==> config.mk <==
export PLATFORM = sky130hd
export DESIGN_NAME = gevc_keys
export DESIGN_NICKNAME = d
export VERILOG_FILES = /design/src/hw/rtl/gevc_pkg.sv /design/src/hw/rtl/gevc_keys.sv
export SDC_FILE = /design/constraint.sdc
export NUM_CORES = 1
export LEC_CHECK = 0
export BUFFER_PORTS_ARGS = -buffer_cell sky130_fd_sc_hd__buf_2
export CORE_AREA = 2 2 133 135
export DETAILED_ROUTE_END_ITERATION = 7
export DIE_AREA = 0 0 135 137
export PLACE_DENSITY = 0.73
export SYNTH_ARGS = -nofsm -noshare
export SYNTH_HDL_FRONTEND = slang
export SYNTH_SLANG_ARGS = --single-unit
==> constraint.sdc <==
create_clock -name vclk -period 14.4
set_input_delay 1.44 -clock vclk [all_inputs]
set_output_delay 1.44 -clock vclk [all_outputs]
set_load 0.02 [all_outputs]
==> src/hw/rtl/gevc_pkg.sv <==
// Package for the graded exponent vector comparator.
// Holds lane geometry, key widths, the key struct and the order codes.
// No dependencies.
package gevc_pkg;

  localparam int MAX_LANES = 8;
  localparam int EXP_BITS  = 8;
  localparam int LANE_STRIDE = 8;
  localparam int VEC_W = MAX_LANES * LANE_STRIDE;
  localparam int CNT_W = 4;

  localparam int DEG_W  = 11;
  localparam int S1_W   = 13;
  localparam int S2_W   = 16;
  localparam int PROD_W = S2_W + DEG_W;
  localparam int SQ_W   = 2 * S1_W;
  localparam int VAR_W  = PROD_W + 1;

  localparam logic [CNT_W-1:0] DIM_RESET = CNT_W'(MAX_LANES);

  localparam logic signed [1:0] ORDER_LESS    = 2'sb11;
  localparam logic signed [1:0] ORDER_EQUAL   = 2'sb00;
  localparam logic signed [1:0] ORDER_GREATER = 2'sb01;

  typedef logic [MAX_LANES-1:0][EXP_BITS-1:0] gevc_lanes_t;

  typedef struct packed {
    logic [DEG_W-1:0] deg;
    logic [S1_W-1:0]  s1;
    logic [S2_W-1:0]  s2;
    gevc_lanes_t      lanes;
  } gevc_key_t;

endpackage

==> src/hw/rtl/gevc_keys.sv <==
// Key extraction for one exponent vector: masked lanes, degree and weighted sums.
// Depends on gevc_pkg.
module gevc_keys (
  input  logic [gevc_pkg::VEC_W-1:0]     exps,
  input  logic [gevc_pkg::MAX_LANES-1:0] lane_mask,
  output gevc_pkg::gevc_key_t            key
);
  import gevc_pkg::*;

  always_comb begin
    logic [EXP_BITS-1:0] lane;
    logic [DEG_W-1:0] deg;
    logic [S1_W-1:0]  s1;
    logic [S2_W-1:0]  s2;
    gevc_lanes_t      lanes;
    deg = '0;
    s1 = '0;
    s2 = '0;
    for (int i = 0; i < MAX_LANES; i++) begin
      lane = exps[i*LANE_STRIDE +: EXP_BITS] & {EXP_BITS{lane_mask[i]}};
      lanes[i] = lane;
      deg = deg + DEG_W'(lane);
      s1 = s1 + S1_W'(lane) * S1_W'(i);
      s2 = s2 + S2_W'(lane) * S2_W'(i * i);
    end
    key.deg = deg;
    key.s1 = s1;
    key.s2 = s2;
    key.lanes = lanes;
  end

endmodule

==> impl_results.md <==
* NumNets Final at 1489
* Overall power at 2.16 mW
* Total core area at 17100 um2
* Final setup fails at 0
* Commonest non-fill, non-tap cell in the layout: inv_1
* Delay-heaviest family, CP: adder cells
* Largest net degree at the start of global routing at 27
* Via density at 5.05
* Leakage at 5.76 nW
* Yosys cell types at 56
* DRC at 0
* Seq/Total Area, Yosys at 0%
* Sequential share of power at 0%
* Via count at 6695
* Post-CTS sizing at 0
* First-pass detailed-route iteration total at 5
* Final Hold Violating Endpoints at 0
* Warnings, synthesis at 0
* Outcome: complete, no violations
* Comb pwr share at 100.0%
* CP endpoint kind: output port
* Hpwl dp at 20.5 mm
* Die W at 135 um
* Tightest Hold Check Type: in -> out
* Detailed Route Iter0 Violations at 391
* CP Launch Type: primary input
* Final std cells w/o fill at 1325
* Area growth syn-to-layout at 13.2%
* First-pass GRT wire length at 35.8 mm
* Worst path most repeated cell: inv_1
* P per Cell Area at 227 nW/um2
* Synth Instances at 936
* Initial antenna violation count at 1
* Slowest CP cell: fa_1
* Setup TNS at 0 ns
* Int Pwr at 0.839 mW
* Clock buffer cells at 0
* Sequential Area at 0 um2
* RSZ-0062 raised after global routing: false
* CP arrival at 7.33 ns
* Post-synthesis area per instance at 8.96 um2
* Post-CTS setup buffers at 0
* Layout cell share with drive strength beyond 1 at 16.8%
* # rows at 48
* Max FO, Critical Path at 26
* PortBufs at 176
* Seq cells at 0
* Total track usage at 25.5%
* Max frequency at 0.114 GHz
* Die area at 18500 um2
* Wire per inst at 17.2 um
* Initial Util at 49.2%
* CTS Hold Buffers Added at 0
* Gpl congestion at 0.977
* Post-synth net total at 1324
* Total gr overflow at 0
* Commonest non-fill, non-tap cells in the layout: inv_1 (327), fa_1 (185), buf_2 (176), ha_1 (131), nand2_1 (58)
* Post-route ant nets at 0
* Switch share at 61.1%
* CP required at 12.96 ns
* Die Y at 137 um
* WL final at 22.8 mm
* Clock share of power at 0%
* Slew headroom at 61.1%
* Tcrit/Tclk final at 60.9%
* Worst Setup Path Type: in -> out
* Dpl cells at 1324
* Actual slew at the worst max-slew pin at 0.583 ns
* I/O pin count at 176
* Slowest stage delay, CP at 0.52 ns
* Mapped Area at 8390 um2
* Critical path buffer and inverter count at 9
* Maxcap violations at 0
* Vias in the first global route at 6781
* Pins Over Slew Limit at 0
* Worst ir drop on vdd at 0.000230 V
* Sw power at 1.32 mW
* Final min period at 8.77 ns
## power by group through the flow
| stage | sequential (mW) | clock, mW | combinational, mW |
|---|---|---|---|
| 6_report | 0 | 0.00000000931 | 2.16 |
| 3_3_place_gp | 0 | 0 | 2.15 |
| 2_1_floorplan | 0 | 0 | 1.62 |
| 4_1_cts | 0 | 0 | 2.18 |
| 5_1_grt | 0 | 0 | 2.42 |
| 3_5_place_dp | 0 | 0 | 2.17 |
## synthesized netlist by cell type, types with 3 or more instances
cell type	n	area share, %
o211a_1	4	0.48
and2_1	34	2.5
mux2i_1	4	0.48
and3_1	3	0.22
clkbuf_1	8	0.36
xor2_1	20	2.1
o21a_1	3	0.27
fa_1	185	44
a21oi_1	28	1.7
nor2b_1	6	0.45
nand2_1	58	2.6
inv_1	327	15
nor3_1	3	0.18
o21ai_0	10	0.60
a21o_1	13	1.2
buf_2	5	0.30
a211oi_1	5	0.45
nand3_1	4	0.24
nor2_1	15	0.67
ha_1	131	20
xnor2_1	22	2.3
o21ai_1	5	0.30
nand2b_1	3	0.22
## metrics by stage
step	util (%)	hold WS, ns	instance area (um2)	worst slack [ns]
detailed placement	55.7	3.31	9490	5.68
finish	55.7	3.30	9500	5.63
global placement	55.7	3.30	9490	5.77
CTS	55.7	3.31	9490	5.65
global route	55.7	3.32	9490	5.27
floorplan	-	3.07	8390	6.08
## layer usage
layer | routed length, um | part of all wire (%) | global-route usage (%)
met5 | 0 | 0 | 0
met4 | 471 | 2.1 | 4.75
met3 | 2200 | 9.6 | 4.19
met2 | 10500 | 46 | 42.8
met1 | 9580 | 42 | 35.5
## logic make-up (layout without fill, tap and decap cells)
group	after synthesis	after routing	share of synthesized area (%)
buffers and inverters	340	503	15.3
adder cells (fa/ha/maj)	316	316	63.7
AND/OR/NAND/NOR	140	140	8.38
AO/OA/AOI/OAI	94	94	7.76
XOR/XNOR	42	42	4.39
multiplexers	4	4	0.477
other	0	1	0
## path summary, 6_finish.rpt
path	from	to	slack [ns]	cells after the start
setup / recovery	lane_mask[6]	key[77]	5.63	26
hold / removal	exps[7]	key[7]	3.30	3
## worst min-delay path: stages
cell	delay (ns)
buf_2	0.07
and2_1	0.17
buf_2	0.18
## cell type report
class,instances,area [um2]
Tap cell,225,282
Multi-Input combinational cell,596,7100
Timing Repair Buffer,176,881
Fill cell,1549,7560
Inverter,327,1230
Antenna cell,1,2.50
Note: power is estimated with default switching activity, not from simulation.
