## config.mk

```make
export PLATFORM = sky130hd
export DESIGN_NAME = gevc_order
export DESIGN_NICKNAME = d
export VERILOG_FILES = /design/src/hw/rtl/gevc_pkg.sv /design/src/hw/rtl/gevc_order.sv
export SDC_FILE = /design/constraint.sdc
export NUM_CORES = 2
export LEC_CHECK = 0
export BUFFER_PORTS_ARGS = -buffer_cell sky130_fd_sc_hd__buf_2
export CORE_MARGIN = 2
export CORE_UTILIZATION = 65
export DETAILED_ROUTE_END_ITERATION = 8
export GPL_TIMING_DRIVEN = 0
export PLACE_DENSITY = 0.9
export SLEW_MARGIN = 20
export SYNTH_ARGS = -nofsm -noshare
export SYNTH_HDL_FRONTEND = slang
export SYNTH_SLANG_ARGS = --single-unit
```

## constraint.sdc

```tcl
create_clock -name vclk -period 14.3
set_input_delay 2.86 -clock vclk [all_inputs]
set_output_delay 2.86 -clock vclk [all_outputs]
set_load 0.05 [all_outputs]
```

## src/hw/rtl/gevc_pkg.sv

```systemverilog
// Package for the graded exponent vector comparator.
// Holds lane geometry, key widths, the key struct and the order codes.
// No dependencies.
package gevc_pkg;

  localparam int MAX_LANES = 8;
  localparam int EXP_BITS  = 8;
  localparam int LANE_STRIDE = 8;
  localparam int VEC_W = MAX_LANES * LANE_STRIDE;
  localparam int CNT_W = 4;

  localparam int DEG_W  = 11;
  localparam int S1_W   = 13;
  localparam int S2_W   = 16;
  localparam int PROD_W = S2_W + DEG_W;
  localparam int SQ_W   = 2 * S1_W;
  localparam int VAR_W  = PROD_W + 1;

  localparam logic [CNT_W-1:0] DIM_RESET = CNT_W'(MAX_LANES);

  localparam logic signed [1:0] ORDER_LESS    = 2'sb11;
  localparam logic signed [1:0] ORDER_EQUAL   = 2'sb00;
  localparam logic signed [1:0] ORDER_GREATER = 2'sb01;

  typedef logic [MAX_LANES-1:0][EXP_BITS-1:0] gevc_lanes_t;

  typedef struct packed {
    logic [DEG_W-1:0] deg;
    logic [S1_W-1:0]  s1;
    logic [S2_W-1:0]  s2;
    gevc_lanes_t      lanes;
  } gevc_key_t;

endpackage

```

## src/hw/rtl/gevc_order.sv

```systemverilog
// Ordering logic: degree, then scaled variance, then mean, then lanes from the top down.
// Depends on gevc_pkg.
module gevc_order (
  input  gevc_pkg::gevc_key_t    key_a,
  input  gevc_pkg::gevc_key_t    key_b,
  output logic signed [1:0]      order_next
);
  import gevc_pkg::*;

  logic [PROD_W-1:0]       prod_a, prod_b;
  logic [SQ_W-1:0]         sq_a, sq_b;
  logic signed [VAR_W-1:0] var_a, var_b;
  logic signed [1:0]       lex;

  assign prod_a = PROD_W'(key_a.s2) * PROD_W'(key_a.deg);
  assign prod_b = PROD_W'(key_b.s2) * PROD_W'(key_b.deg);
  assign sq_a = SQ_W'(key_a.s1) * SQ_W'(key_a.s1);
  assign sq_b = SQ_W'(key_b.s1) * SQ_W'(key_b.s1);
  assign var_a = $signed({1'b0, prod_a}) - $signed(VAR_W'(sq_a));
  assign var_b = $signed({1'b0, prod_b}) - $signed(VAR_W'(sq_b));

  // The highest differing lane decides, so later lanes overwrite earlier ones.
  always_comb begin
    lex = ORDER_EQUAL;
    for (int i = 0; i < MAX_LANES; i++) begin
      if (key_a.lanes[i] < key_b.lanes[i]) begin
        lex = ORDER_LESS;
      end else if (key_a.lanes[i] > key_b.lanes[i]) begin
        lex = ORDER_GREATER;
      end
    end
  end

  always_comb begin
    if (key_a.deg != key_b.deg) begin
      order_next = (key_a.deg < key_b.deg) ? ORDER_LESS : ORDER_GREATER;
    end else if (var_a != var_b) begin
      order_next = (var_a < var_b) ? ORDER_LESS : ORDER_GREATER;
    end else if (key_a.s1 != key_b.s1) begin
      order_next = (key_a.s1 < key_b.s1) ? ORDER_LESS : ORDER_GREATER;
    end else begin
      order_next = lex;
    end
  end

endmodule
```

==> summary.md <==
| Metric | Value |
|---|---|
| Die area | 0.0392 mm^2 |
| Largest net degree at the start of global routing | 15 |
| Crit path time final | about 14 ns |
| GRT Util Overall | 0.345 |
| Antenna violations before repair | 6 |
| Vias/cell | approximately 6 |
| Worst Setup End Kind | output pin |
| First-pass GRT wire length | 105 mm |
| Synth top area share | 0.444 |
| Die height | approximately 200 um |
| Io pins | 210 |
| Commonest cells post-synth | inv_1, fa_1, ha_1, nand2_1, and2_1 |
| Syn Area/Cell | between 8 and 9 um^2 |
| Clock buf count | 0 |
| Crit path from | key_b[80] |
| Multi-input logic area | approximately 0.022 mm^2 |
| Syn-to-layout area delta | 9.96% |
| Worst Setup Start Kind | input port |
| Min-Delay Path Class | input port to output pin |
| Area leader, netlist | fa_1 |
| Critical path data required time | 11.44 ns |
| Row cnt | 71 |
| Share of layout cells above drive strength 1 | 0.124 |
| Post-route ant nets | 0 |
| Slew @ Worst Pin | 1.25 ns |
| Number of vias in the routed layout | about 20k |
| Post-DP HPWL | between 50 and 60 mm |
| Crit-path most repeated cell | fa_1 |
| Placed cell areas | about 0.026 mm^2 |
| Net Count, Synth | around 4k |
| Slew Limit Fails | 0 |
| Final worst slack | ~0.023 ns |
| Total wire length | ~68 mm |
| First DRT Iteration DRCs | around 1.5k |
| WL/cell | between 15 and 20 um |
| Number of nets in the layout | around 4k |
| Arr. time, crit path | roughly 11 ns |
| # DRC | 0 |
| Design Area, Final | about 0.027 mm^2 |
| Synth warnings | 0 |
| Top-count cell post-synth | inv_1 |
| Peak fanout along the critical path | 12 |
| Sequential cell area fraction in the yosys report | 0 |
| Final Hold Viols | 0 |
| Kind of critical path | input port to output pin |
| Fmax | roughly 0.07 GHz |
| Status | finished, final reports clean |
| Synth top area cells | fa_1, ha_1, inv_1 |
| Chip width | about 200 um |
| Final RePlAce weighted congestion | approximately 0.96 |
| Setup Viol. Count Final | 0 |
| End of the critical path | order_next[0] |
| Final period util | 0.998 |
| Vias in the first global route | 22.3k |
| Initial Utilization | 0.655 |
| CP max-delay cell | fa_1 |
| Post-CTS Hold Fix Bufs | 0 |
| Post-route insts no fill | between 3k and 4k |
| Register area | 0 um^2 |
| Drt pass-1 iters | 6 |
| Cells after Synth | between 2k and 3k |
| Total congestion overflow | 0 |
| Final core occ | 0.720 |
| Largest stage delay, worst path | between 0.5 and 0.6 ns |
| Placed Instances | roughly 3.4k |
| PortBufs | between 200 and 250 |
| Sequential cell count | 0 |
| Pre-CTS WS | -1.24 ns |
| Max-Cap Viols | 0 |
| Core area | between 0.03 and 0.04 mm^2 |
| Fill count | roughly 2.6k |
| Worst rel slew slack | 0.159 |
| Post-Syn Area | ~0.024 mm^2 |
| Unique masters post-synth | 63 |
critical path, delay by kind of cell:
| family | cells | cell delay, ns |
|---|---|---|
| AOI/OAI and AO/OA | 6 | 1.41 |
| xor gates and xnor gates | 1 | 0.15 |
| adders and majority gates | 9 | 4.14 |
| buffers and inverters | 5 | 0.82 |
| and+or+nand+nor | 8 | 1.97 |
through the flow:
step / TNS [ns] / hold slack [ns]
2_1_floorplan: 0 / 6.21
3_3_place_gp: -1.68 / 6.32
3_5_place_dp: -2.04 / 6.34
4_1_cts: 0 / 6.34
5_1_grt: -0.381 / 6.39
6_report: 0 / 6.32
layout make-up:
| class | count | area share |
|---|---|---|
| diodes | 3 | 0.000279 |
| plain buffers | 43 | 0.0142 |
| inverters | 775 | 0.110 |
| multi-input cells | 1912 | 0.802 |
| well taps | 474 | 0.0221 |
| repair buffers | 240 | 0.0515 |
repair_timing:
action,4_1_cts,5_1_grt
gates resized for setup,70,186
buffers inserted,4,30
gates cloned,0,0
setup endpoints to repair,2,2
pin swaps,7,41
worst min path at each step:
stage               from       endpoint  slack [ns]  depth (start not counted)
4_1_cts         key_a[7]  order_next[0]        6.34                          6
3_5_place_dp    key_a[7]  order_next[0]        6.34                          6
5_1_grt         key_a[7]  order_next[0]        6.39                          6
6_report        key_a[7]  order_next[0]        6.32                          6
3_3_place_gp    key_a[7]  order_next[0]        6.32                          6
2_1_floorplan  key_a[98]  order_next[1]        6.21                          3
cell usage in the layout, fill, tap and decap left out, types with 7 or more instances in the layout:
cell	n
inv_1	760
fa_1	539
ha_1	367
nand2_1	249
and2_1	242
buf_2	184
nor2_1	80
a21oi_1	74
xnor2_1	45
buf_4	38
a21o_1	31
nand4_1	28
o21ai_0	26
xor2_1	25
clkbuf_4	24
buf_6	22
nor2b_1	15
nand3_1	14
o211ai_1	13
nor2_2	12
clkinvlp_4	11
nor3_1	9
a211oi_1	9
o21a_1	8
o21bai_1	8
clkbuf_2	8
ha_4	8
or2_2	7
nand2b_1	7
per-layer routing:
layer,vias to the layer above,track usage,wire length [um]
met5,-,0,35
met4,6,0.174,4810
met3,369,0.0521,6730
met2,1241,0.626,34400
met1,9913,0.397,21800
li1,8674,-,-
cells by family after synthesis:
logic type / Yosys count / synth area share
xor+xnor: 70 / 0.0251
simple gates: 694 / 0.142
mux: 1 / 0.000410
buf+inv: 852 / 0.131
fa+ha+maj: 922 / 0.638
compound gates: 225 / 0.0633
Power is left out: the tool's default activity adds up to more than one toggle a clock period on the data nets, which glitch-free logic cannot reach.
